`src/hw/rtl/rsps_isqrt.sv`:
```
// Pipelined integer square root, floor(sqrt(rad)), one root bit per stage.
// No dependencies.
`default_nettype none
module rsps_isqrt #(
  parameter int W = 42
) (
  input  wire logic           clk,
  input  wire logic           en,
  input  wire logic [W-1:0]   rad,
  output logic      [W/2-1:0] root
);
  localparam int STEPS = W / 2;

  logic [W-1:0] n_r   [STEPS];
  logic [W-1:0] res_r [STEPS];

  for (genvar k = 0; k < STEPS; k++) begin : g_step
    localparam logic [W-1:0] ONE_BIT = {{(W-1){1'b0}}, 1'b1} << (W - 2 - 2 * k);
    logic [W-1:0] n_in, res_in, n_nxt, res_nxt;
    logic [W:0]   trial;

    if (k == 0) begin : g_first
      assign n_in   = rad;
      assign res_in = '0;
    end else begin : g_next
      assign n_in   = n_r[k-1];
      assign res_in = res_r[k-1];
    end

    always_comb begin
      trial = {1'b0, res_in} + {1'b0, ONE_BIT};
      if ({1'b0, n_in} >= trial) begin
        n_nxt   = n_in - trial[W-1:0];
        res_nxt = (res_in >> 1) + ONE_BIT;
      end else begin
        n_nxt   = n_in;
        res_nxt = res_in >> 1;
      end
    end

    always_ff @(posedge clk) begin
      if (en) begin
        n_r[k]   <= n_nxt;
        res_r[k] <= res_nxt;
      end
    end
  end

  assign root = res_r[STEPS-1][W/2-1:0];
endmodule
`default_nettype wire

```
`config.mk`:
```
export PLATFORM = sky130hd
export DESIGN_NAME = rsps_isqrt
export DESIGN_NICKNAME = d
export VERILOG_FILES = /design/src/hw/rtl/rsps_isqrt.sv
export SDC_FILE = /design/constraint.sdc
export NUM_CORES = 1
export LEC_CHECK = 0
export BUFFER_PORTS_ARGS = -buffer_cell sky130_fd_sc_hd__buf_2
export CORE_ASPECT_RATIO = 2
export CORE_MARGIN = 4
export CORE_UTILIZATION = 45
export CTS_CLUSTER_SIZE = 28
export DETAILED_ROUTE_END_ITERATION = 6
export PLACE_DENSITY = 0.56
export SLEW_MARGIN = 20
export SYNTH_ARGS = -nofsm -noshare
export SYNTH_HDL_FRONTEND = slang
export SYNTH_SLANG_ARGS = --single-unit
```
`constraint.sdc`:
```
create_clock -name clk -period 3.51 [get_ports clk]
set_input_delay 0.1755 -clock clk [delete_from_list [all_inputs] [get_ports clk]]
set_output_delay 0.1755 -clock clk [all_outputs]
set_load 0.005 [all_outputs]
```
# ---- Word-level counts from Yosys, hierarchy flattened
# Memory sizes are Yosys's and may differ from the RTL's.
# Index checks and enable logic that the tools add are counted.
dict set report word_totals {
  register_bits 0
  ram_bits 1764
  n_memories 2
  in_bits 44
}
# name words width read_ports rd_clocked_by_memory_dff wr line_no
set memory_table {}
lappend memory_table {n_r 21 42 20 0 21 14} ;# logic [W-1:0] n_r [STEPS];
lappend memory_table {res_r 21 42 21 0 21 15} ;# logic [W-1:0] res_r [STEPS];
dict set report op_classes {
  addsub 61
  n_lt_le_gt_ge 21
  mux 44
}
# cell n
set ops {}
lappend ops {{$mux W42} 41}
lappend ops {{$ge A42 B43 Y1} 20}
lappend ops {{$sub A42 B42 Y42} 20}
lappend ops {{$add A42 B1 Y43 const B} 1}
lappend ops {{$add A42 B11 Y43 const B} 1}
lappend ops {{$add A42 B13 Y43 const B} 1}
lappend ops {{$add A42 B15 Y43 const B} 1}
lappend ops {{$add A42 B17 Y43 const B} 1}
lappend ops {{$add A42 B19 Y43 const B} 1}
lappend ops {{$add A42 B21 Y43 const B} 1}
lappend ops {{$add A42 B23 Y43 const B} 1}
lappend ops {{$add A42 B25 Y43 const B} 1}
lappend ops {{$add A42 B27 Y43 const B} 1}
lappend ops {{$add A42 B29 Y43 const B} 1}
lappend ops {{$add A42 B3 Y43 const B} 1}
lappend ops {{$add A42 B31 Y43 const B} 1}
lappend ops {{$add A42 B33 Y43 const B} 1}
lappend ops {{$add A42 B35 Y43 const B} 1}
lappend ops {{$add A42 B37 Y43 const B} 1}
lappend ops {{$add A42 B39 Y43 const B} 1}
lappend ops {{$add A42 B5 Y43 const B} 1}
lappend ops {{$add A42 B7 Y43 const B} 1}
lappend ops {{$add A42 B9 Y43 const B} 1}
lappend ops {{$add A41 B1 Y42 const B} 1}
lappend ops {{23 further kinds} 24}

# ---- Depth between registers and ports, before layout
# An unclocked memory read counts as a cell.
dict set report logic_depth {
  word_depth 4
  depth_mapped 12
  depth_no_buf 10
}

# ---- Least setup slack after synthesis
# OpenSTA, ideal clock, no wires.
dict set report synth_timing {
  path_type {register -> register}
  from {mem n_r[14][15] (netlist: n_r[7][15])}
  to {mem n_r[15][18] (netlist: n_r[7][60]) (data pin)}
  t_arrival_ns 2.883
  t_required_ns 3.250
  period_less_slack_ns 3.143
  path_stages_with_launch 10
  setup_slack_ns 0.367
  path_cell_list {edfxtp_1 ha_1 a21o_1 a2111oi_2 a21boi_1 a41oi_1 nor3_1 nor4_1 buf_2 mux2_2}
}
# element line_no
set synth_lines {}
lappend synth_lines {{start, declared} 14}

==> summary.txt <==
DR vias -> 32700
Maximum clock path buffer count -> 3
CTS Sinks -> 1071
Post-synthesis sequential area ratio -> 63.2%
Tcrit/Tclk final -> 97.7%
Worst slew pin tran -> 1.08 ns
Clk pin slew, worst setup/hold paths -> 0.07 ns
CTS buffer count -> 98
All-layer global routing usage -> 22.7%
RePlAce Congestion -> 0.927
Netlist cell types -> 89
Synth Flop Type -> edfxtp_1
# nets final -> 4681
Critical path endpoint category -> register
DRT iter0 DRCs -> 1213
Final Worst Setup Slack -> 0.0801 ns
Final setup viols -> 0
Die Height -> 484 µm
Yosys warning total -> 0
First-pass GRT wire length -> 198 mm
Peak supply drop -> 0.490 mV
Max Cap Violations -> 0
First-pass detailed-route iteration total -> 7
EDFF count, synth -> 1071
Total congestion overflow -> 0
Unrepaired setup endpoints after global routing -> no
Layout cells sized above 1 -> 14.7%
Area grow syn2layout -> 16.7%
WL final -> 135 mm
Largest net degree at the start of global routing -> 90
Post-Place Worst Slack -> -0.476 ns
Outcome -> complete, no violations
#FFs+latches synth -> 1071
Root Driver -> clkbuf_16
Layout fillers -> 9663
Vias per Instance -> 5.48
Slew HR -> 27.1%
Post-Synthesis Cell Area -> 50900 µm²
Pins Over Slew Limit -> 0
Clk_lat worst skew -> 0.72 ns
Hold Path Class -> in -> reg
Final total power -> 35.5 mW
Crit path time final -> 3.43 ns
FP Rows -> 174
Hold Fails Final Rpt -> 0
Final Skew -> 0.0245 ns
Core area -> 112000 µm²
Starting Density -> 45.3%
Syn Inst Count -> 3936
Hold_ws -> 0.160 ns
Remaining DRCs -> 0
Vias in the first global route -> 36300
Syn Nets -> 4228
CP max FO -> 6
Die ar. -> 119000 µm²
CTS tree -> yes
Pwr/cell area -> 598 nW/µm²
Arr. time, crit path -> 3.88 ns
Post-route antenna net violation count -> 0
Fraction of registers with async set/reset -> 0%
PortBufs -> 64
Max Clk Rate -> 292 MHz
Avg Cell Area, Syn -> 12.9 µm²
Initial antenna violation count -> 1
CP Class -> reg -> reg
H-Tree Level Count -> 3
Startpoint types -> register
I/O Pins -> 65
WL/cell -> 22.6 µm
Die width -> 246 µm
CP required -> 3.96 ns
Leak -> 22.7 nW
Post-DP HPWL -> 108 mm
[final timing paths]
path | start | end | slack, ns | cells past startpoint
max | n_r[7][13]$_DFFE_PP_ | n_r[7][74]$_DFFE_PP_ | 0.08 | 11
min | rad[21] | n_r[0][21]$_DFFE_PP_ | 0.16 | 2
min reg2reg | n_r[5][12]$_DFFE_PP_ | n_r[5][54]$_DFFE_PP_ | 0.43 | 0
max reg2reg | n_r[7][13]$_DFFE_PP_ | n_r[7][74]$_DFFE_PP_ | 0.08 | 11
[cell families (layout without fill, tap and decap cells)]
logic type | Yosys count | in the layout | share of synthesized area (%)
other | 0 | 1 | 0
AOI/OAI and AO/OA | 725 | 725 | 9.15
DFF | 1071 | 1071 | 63.2
buffers and inverters | 379 | 908 | 2.89
xor gates and xnor gates | 347 | 347 | 5.97
and+or+nand+nor | 1123 | 1123 | 11.7
muxes | 43 | 43 | 0.935
adders and majority gates | 248 | 248 | 6.10
[cell type report]
cell class	count	area, µm²	area share [%]
sequential	1071	32200	54.2
multi-input combinational	2486	17500	29.4
timing repair buffer	432	3520	5.92
clock buffer	111	2500	4.21
tap	1496	1870	3.15
inverter	300	1130	1.90
clock inverter	65	752	1.27
antenna	1	2.50	0.00421
[sequential cells by signal, summed over array words and instances (netlist names)]
register / count
n_r: 840
res_r: 231
[layer usage]
metal  global-route usage [%]  vias to the layer above  wire (µm)
met4                     22.3                        0      16200
li1                         -                    15700          -
met1                     12.7                    15900      29900
met2                     51.0                      622      85700
met5                        0                        -          0
met3                     2.34                      449       2850
[per-stage QoR]
stage | utilization, % | instances | area [µm²] | TNS, ns
floorplan | - | 3936 | 50900 | 0
global route | 52.9 | 5962 | 59400 | 0
detailed placement | 49.4 | 5738 | 55500 | -8.50
global placement | 49.4 | 5738 | 55500 | -24.57
finish | 52.9 | 5962 | 59400 | 0
CTS | 52.7 | 5959 | 59200 | 0
[synth_stat cells, types with 12 or more instances]
cell type / instances / share of area (%)
a21oi_1: 208 / 2.0
a21boi_0: 12 / 0.18
nand4_1: 54 / 0.66
nand2b_1: 46 / 0.57
o21ai_0: 163 / 1.6
or2_2: 19 / 0.23
nand4b_1: 15 / 0.26
xnor2_1: 176 / 3.0
o21ai_1: 12 / 0.12
or4_1: 33 / 0.49
ha_1: 248 / 6.1
nand2_1: 234 / 1.7
mux2_2: 35 / 0.77
or3_1: 42 / 0.52
edfxtp_1: 1071 / 63
nor4_1: 119 / 1.5
nor3_1: 120 / 1.2
a211oi_1: 17 / 0.25
o211ai_1: 21 / 0.31
a21o_1: 71 / 1.0
nor2_1: 228 / 1.7
and3_1: 20 / 0.25
nor2b_1: 33 / 0.41
o31ai_1: 22 / 0.32
and2_1: 14 / 0.17
a31oi_1: 25 / 0.31
nand3_1: 67 / 0.66
inv_1: 300 / 2.2
buf_2: 17 / 0.17
o21a_1: 61 / 0.90
xor2_1: 171 / 2.9
clkbuf_1: 54 / 0.40
[critical path, cell delays in order (launching register included)]
cell	delay (ns)
edfxtp_1	0.39
ha_1	0.41
o211ai_1	0.21
a21o_1	0.27
a21boi_4	0.21
a41oi_1	0.14
buf_4	0.18
buf_4	0.14
o41a_1	0.39
or3b_4	0.47
nor4_4	0.24
xor2_1	0.09
[cell usage in the layout (no fill, tap or decap), types with 61 or more instances in the layout]
cell type and count:
o21ai_0 162, edfxtp_1 1071, nor3_1 118, a21o_1 71, xnor2_1 176, nand2_1 234
ha_1 245, nor4_1 107, inv_1 299, nand3_1 67, clkbuf_16 98, a21oi_1 208
buf_2 63, nor2_1 228, o21a_1 61, buf_4 299, xor2_1 171
[repair_timing]
item	4_1_cts	5_1_grt
endpoints found under the hold margin	68	0
pin swaps	3	2
setup endpoints to repair	39	36
setup buffers	1	2
gates cloned	0	0
hold buffers	44	0
resized for setup	7	26
[power by group]
group / internal [mW] / total [mW] / leakage (nW) / switching [mW]
Combinational: 3.17 / 7.44 / 10.9 / 4.27
Clock: 6.18 / 11.0 / 1.59 / 4.86
Sequential: 16.0 / 17.0 / 10.3 / 1.03
Total: 25.4 / 35.5 / 22.7 / 10.1
Power figures use the tool's default switching activity.
