`config.mk`:
```
export PLATFORM = sky130hd
export DESIGN_NAME = rsps_div
export DESIGN_NICKNAME = d
export VERILOG_FILES = /design/src/hw/rtl/rsps_div.sv
export SDC_FILE = /design/constraint.sdc
export NUM_CORES = 2
export LEC_CHECK = 0
export BUFFER_PORTS_ARGS = -buffer_cell sky130_fd_sc_hd__clkbuf_2
export CAP_MARGIN = 20
export CORE_MARGIN = 1
export CORE_UTILIZATION = 54
export CTS_CLUSTER_SIZE = 10
export DETAILED_ROUTE_END_ITERATION = 7
export PLACE_DENSITY = 0.81
export SYNTH_ARGS = -nofsm -noshare
export SYNTH_HDL_FRONTEND = slang
export SYNTH_SLANG_ARGS = --single-unit
```
`constraint.sdc`:
```
create_clock -name clk -period 7.5 [get_ports clk]
set_input_delay 1.5 -clock clk [delete_from_list [all_inputs] [get_ports clk]]
set_output_delay 1.5 -clock clk [all_outputs]
set_load 0.02 [all_outputs]
```
`src/hw/rtl/rsps_div.sv`:
```
// Pipelined restoring divider for the Q1.15 cosine: quotient of
// (rem_in * 2^QW) / den_in with rem_in < den_in, one bit per stage.
`default_nettype none
module rsps_div #(
  parameter int RW = 37,
  parameter int QW = 15
) (
  input  wire logic          clk,
  input  wire logic          en,
  input  wire logic [RW-1:0] rem_in,
  input  wire logic [RW-1:0] den_in,
  output logic      [QW-1:0] quo
);
  logic [RW-1:0] rem_r [QW];
  logic [RW-1:0] den_r [QW];
  logic [QW-1:0] q_r   [QW];

  for (genvar k = 0; k < QW; k++) begin : g_step
    logic [RW-1:0] rem_prev, den_prev, rem_nxt;
    logic [QW-1:0] q_prev, q_nxt;
    logic [RW:0]   rem2;
    logic          ge;

    if (k == 0) begin : g_first
      assign rem_prev = rem_in;
      assign den_prev = den_in;
      assign q_prev   = '0;
    end else begin : g_next
      assign rem_prev = rem_r[k-1];
      assign den_prev = den_r[k-1];
      assign q_prev   = q_r[k-1];
    end

    always_comb begin
      rem2 = {rem_prev, 1'b0};
      ge   = rem2 >= {1'b0, den_prev};
      if (ge) begin
        rem_nxt = RW'(rem2 - {1'b0, den_prev});
      end else begin
        rem_nxt = rem2[RW-1:0];
      end
      q_nxt = {q_prev[QW-2:0], ge};
    end

    always_ff @(posedge clk) begin
      if (en) begin
        rem_r[k] <= rem_nxt;
        den_r[k] <= den_prev;
        q_r[k]   <= q_nxt;
      end
    end
  end

  assign quo = q_r[QW-1];
endmodule
`default_nettype wire

```
* After elaboration in Yosys (flattened, before gate mapping)
Memory sizes are Yosys's and may differ from the RTL's. Index checks and enable logic that the tools add are counted.
Cells by class: mux-type cells 17, magnitude comparators 15, $add $sub $neg 15
Operators with widths (number):
- 38-bit by 37-bit >= comparator with 1-bit output | 15
- 37-bit two-way mux | 15
- 37-bit subtractor | 15
- 1-bit two-way mux | 2
Word-level totals: bits in writable memories 1335, word-level logic and storage cells 50, output and inout port bits 15, register bits 0, memories 3
Memories:
- den_r | words 15, width 37, rd ports 14, clocked after Yosys merged registers in 0, wr ports 15, line 15 | logic [RW-1:0] den_r [QW];
- rem_r | words 15, width 37, rd ports 14, clocked after Yosys merged registers in 0, wr ports 15, line 14 | logic [RW-1:0] rem_r [QW];
- q_r | words 15, width 15, rd ports 15, clocked after Yosys merged registers in 0, wr ports 15, line 16 | logic [QW-1:0] q_r [QW];

* Logic depth before layout (Yosys ltp)
An unclocked memory read counts as a cell.
depth in word-level cells 3, gate-level depth with buffers 16, gate-level depth less buffers 13

* Worst setup path before layout
OpenSTA, ideal clock, no wires.
path kind input port to flip-flop, from input rem_in[0], to memory rem_r[0][1] (data pin), stages 14, data arrival time 4143 ps, path buffers 2, path slack 3090 ps, library setup time 267 ps, path through inv_1 > fa_1 > nand2b_1 > a21boi_0 > o21ai_0 > a211oi_1 > nor2_1 > o211ai_1 > a2111o_1 > nand2_1 > inv_1 > clkbuf_1 > buf_1 > a21oi_1
RTL lines:
- start, declared | line 10 | input wire logic [RW-1:0] rem_in,
- end, declared | line 14

==> metrics.sh <==
NUM_VIAS=48800
SYNTH_NETS=7251
DETAILED_PLACE_HPWL_MM=114
NFILLCELLS=10400
DETAIL_ROUTE.WL_PER_CELL_UM=18.0
TIMING.FINAL.SETUP_VIOLATIONS=0
SYNTH-XOR-AREA-SHARE=0.0544
CP_DATA_REQUIRED_TIME_NS=8.00
P_LEAK_nW=31.7
TOTAL_SWITCHING_POWER_mW=12.5
COMB_POWER_SHARE=0.485
FINCLKSKEW_NS=0.0272
OVERFLOW=0
MIN-DELAY-START='q_r[0][106]'
WORSTSETUPPATHTYPE='flop to flop'
SYNTH_LARGEST_AREA_CELL='edfxtp_1'
FIN_WS_NS=2.41
POWER.SHARE.SEQUENTIAL=0.333
FIN_UTIL=0.593
PLACEMENT_ROWS=131
YS_FF_LATCH=1156
SEQCELLAREA_UM2=34700
WEIGHTED_CONGESTION_REPORTED_AT_THE_END_OF_ROUTABILITY_DRIVEN_PLACEMENT=1.01
MAX_FREQ_GHz=0.196
GRT_SETUP_UNREPAIRED='no'
CLOCK-SINKS=1156
P_CLK_FRAC=0.182
TIMING_HOLD_VIOLATIONS_FINAL=0
POWER-PER-CELL-AREA_nW_PER_UM2=425
GATE_COUNT_POST_SYNTH=6607
FINALNETCOUNT=7349
DETAILED_ROUTER_S_FIRST_ITERATION_VIOLATION_COUNT=3606
DP_CELLS=8226
CTS_MADE_BUFFERS=139
MAX_CAP_VIOL_COUNT=0
GRT_ANTENNA_BEFORE_REPAIR=2
CLOCK_SLEW_SEEN_BY_THE_REGISTERS_OF_THE_WORST_SETUP_AND_HOLD_PATHS_NS=0.05
PRECTSSETUPSLACK_NS=1.87
LAYOUT-DRIVE-GT1-SHARE=0.0682
REGTOREGSTARTPOINT='rem_r[0][149]'
HOLD_SLACK_NS=0.408
MULTIINPUTGATEAREA_UM2=31800
GRT_FIRST_PASS_WIRELENGTH_MM=242
TRITONCTS='built'
SYNTH_FF_TYPE='edfxtp_1'
SYNTH-COMPOUND-AREA-SHARE=0.170
YOSYS.AREA_SHARE.ADDER=0.103
PERIOD_MINUS_SLACK_NS=5.09
FP.DIEAREA_UM2=131000
YS_TYPES=88
DESIGN.CORE.AREA_UM2=128000
TIMING_MAX_TRANSITION_VIOLATIONS_FINAL=0
SYNTH_LARGEST_TYPE_AREA_FRACTION=0.498
SYNTH_MUX_AREA_FRAC=0.0210
POST_CTS.RESIZED_INSTANCES=0
DRT-VIAS-PER-INSTANCE=5.79
FINAL.PERIOD_UTILIZATION=0.679
SYNTH.YOSYS.WARNINGS=0
CLOCKBUFFERDEPTH=3
CELL_INTERNAL_PWR_mW=19.7
CLOCK_LATENCY_NS=0.77
LARGEST_FAMILY_OF_LOGIC_CELLS_BY_SYNTHESIZED_AREA='compound AO/OA/AOI/OAI gates'
SYNTH_ENABLE_FLOP_CELLS=1156
PEAKVDDDROP_V=0.000239
SW_FRAC_OF_TOTAL=0.387
YOSYSSEQAREASHARE=0.498
REMAINING_DRC_ERRORS=0
FLOORPLAN.DIE.HEIGHT_UM=361
NETLIST_TOP_CELLS_AREA='edfxtp_1 (50%), ha_1 (9.9%), a21oi_1 (4.6%), inv_1 (3.8%), xnor2_1 (3.2%)'
SYNTHESIS.AREA_UM2=69700
SYNTHSIMPLEGATEAREAFRAC=0.106
CTSROOTBUFFERMASTER='clkbuf_16'
OUTCOME='finished clean'
SYN2LAYOUT_AREA_GROWTH_PCT=8.77
TOTAL_DETAILED_ROUTING_WIRELENGTH_MM=151
DIE_WIDTH_UM=361
SETUP.WORST_PATH.START_CLASS='flop'
FLOORPLAN.INITIALDENSITY=0.545
GRT_START_MAX_NET_PINS=176
HTREEDEPTH=4
GRT_PASS1_VIAS=49000
SYNTHARSTFLOPSHARE=0
POST_CTS_SETUP_BUFFER_COUNT=0
NUM_IO_PINS=91
DRT-PASS1-ITER-COUNT=6
CRITICAL_PATH.STARTPOINT='rem_r[0][149]'
ENDPOINT_KIND='flop'
TNS_NS=0
WORST_MIN_DELAY_PATH_CLASS='flop to flop'
TIMING_WORST_SLEW_PIN_VALUE_NS=1.16
CRITICAL_PATH.MAX_FANOUT=37
CRITPATHARRIVALTIME_NS=5.59
LAYOUTNONFILLERINSTCOUNT=8418
ANT_NETS=0
GROUTE.USAGE.OVERALL=0.231
SLEW_HEADROOM=0.218
PLACEMENT.IO_BUFFERS=90
HOLD_BUFFERS=0
SYN_AREA_PER_CELL_UM2=10.6
-- routing by layer --
metal	GRT usage	routed length, um	vias up
li1	-	-	24200
met1	0.224	55200	22800
met2	0.449	80700	1241
met5	0	0	-
met3	0.0319	5060	486
met4	0.151	10100	0
-- worst paths after layout --
path	end	slack, ns	cells after the start
worst max-delay path	rem_r[0][187]	2.41	11
worst min-delay path	q_r[1][2]	0.41	0
worst max register to register	rem_r[0][187]	2.41	11
worst min register to register	q_r[1][2]	0.41	0
-- per-stage QoR --
stage	power, mW	area [um^2]
after floorplan	22.5	69700
after global placement	25.8	72000
after detailed placement	26.1	72000
after CTS	32.2	75800
after global routing	34.4	75800
final	32.2	75800
-- cells in the final DEF, fill, tap and decap left out, types with 74 or more instances in the layout --
cell type / Yosys / layout
clkbuf_2: 0 / 89
nor2b_1: 74 / 74
ha_1: 554 / 554
nor2_1: 449 / 449
nand2_1: 453 / 452
inv_1: 701 / 701
xnor2_1: 251 / 251
a21o_1: 286 / 286
nand4_1: 87 / 87
edfxtp_1: 1156 / 1156
nand3_1: 98 / 98
a21oi_1: 646 / 645
nand2b_1: 85 / 85
xor2_1: 182 / 182
o21ai_0: 404 / 404
mux2_2: 121 / 121
clkbuf_16: 0 / 141
o21bai_1: 83 / 83
-- logic make-up after synthesis --
group | Yosys count
multiplexers | 131
AND/OR/NAND/NOR | 1554
flip-flops | 1156
XOR/XNOR | 433
AO/OA/AOI/OAI | 1893
buffers and inverters | 872
adder cells (fa/ha/maj) | 568
-- cells in the mapped netlist, types with 70 or more instances --
| library cell | instances |
|---|---|
| edfxtp_1 | 1156 |
| inv_1 | 701 |
| a21oi_1 | 646 |
| ha_1 | 554 |
| nand2_1 | 453 |
| nor2_1 | 449 |
| o21ai_0 | 404 |
| a21o_1 | 286 |
| xnor2_1 | 251 |
| xor2_1 | 182 |
| clkbuf_1 | 145 |
| mux2_2 | 121 |
| nand3_1 | 98 |
| nand4_1 | 87 |
| nand2b_1 | 85 |
| o21bai_1 | 83 |
| nor2b_1 | 74 |
| nor3_1 | 70 |
-- registers in the layout (all words and copies together) (netlist names) --
signal  count
den_r     518
rem_r     518
q_r       120
-- power by group through the flow --
| stage | Clock, mW | Combinational, mW | Sequential (mW) |
|---|---|---|---|
| 2_1_floorplan | 0 | 12.1 | 10.5 |
| 3_3_place_gp | 0 | 15.0 | 10.8 |
| 3_5_place_dp | 0 | 15.3 | 10.8 |
| 4_1_cts | 6.01 | 15.5 | 10.7 |
| 5_1_grt | 6.26 | 17.3 | 10.9 |
| 6_report | 5.86 | 15.6 | 10.7 |
-- cell type report --
| class | instances | area share |
|---|---|---|
| clock inverters | 34 | 0.00356 |
| multi-input cells | 4579 | 0.419 |
| clock buffers | 157 | 0.0473 |
| flip-flops and latches | 1156 | 0.458 |
| well taps | 1662 | 0.0274 |
| diodes | 1 | 0.0000330 |
| repair buffers | 124 | 0.0102 |
| inverters | 705 | 0.0349 |
-- worst max-delay path: stages, from the launching register on --
cell	delay [ns]
edfxtp_1	0.40
ha_1	0.42
nor2b_1	0.19
o2111ai_1	0.24
a31oi_1	0.22
a211oi_1	0.62
a2111oi_0	0.33
o21ai_1	0.46
o2111ai_1	0.27
o211ai_1	0.31
nand3_2	0.77
mux2_2	0.58
Power figures use the tool's default switching activity.
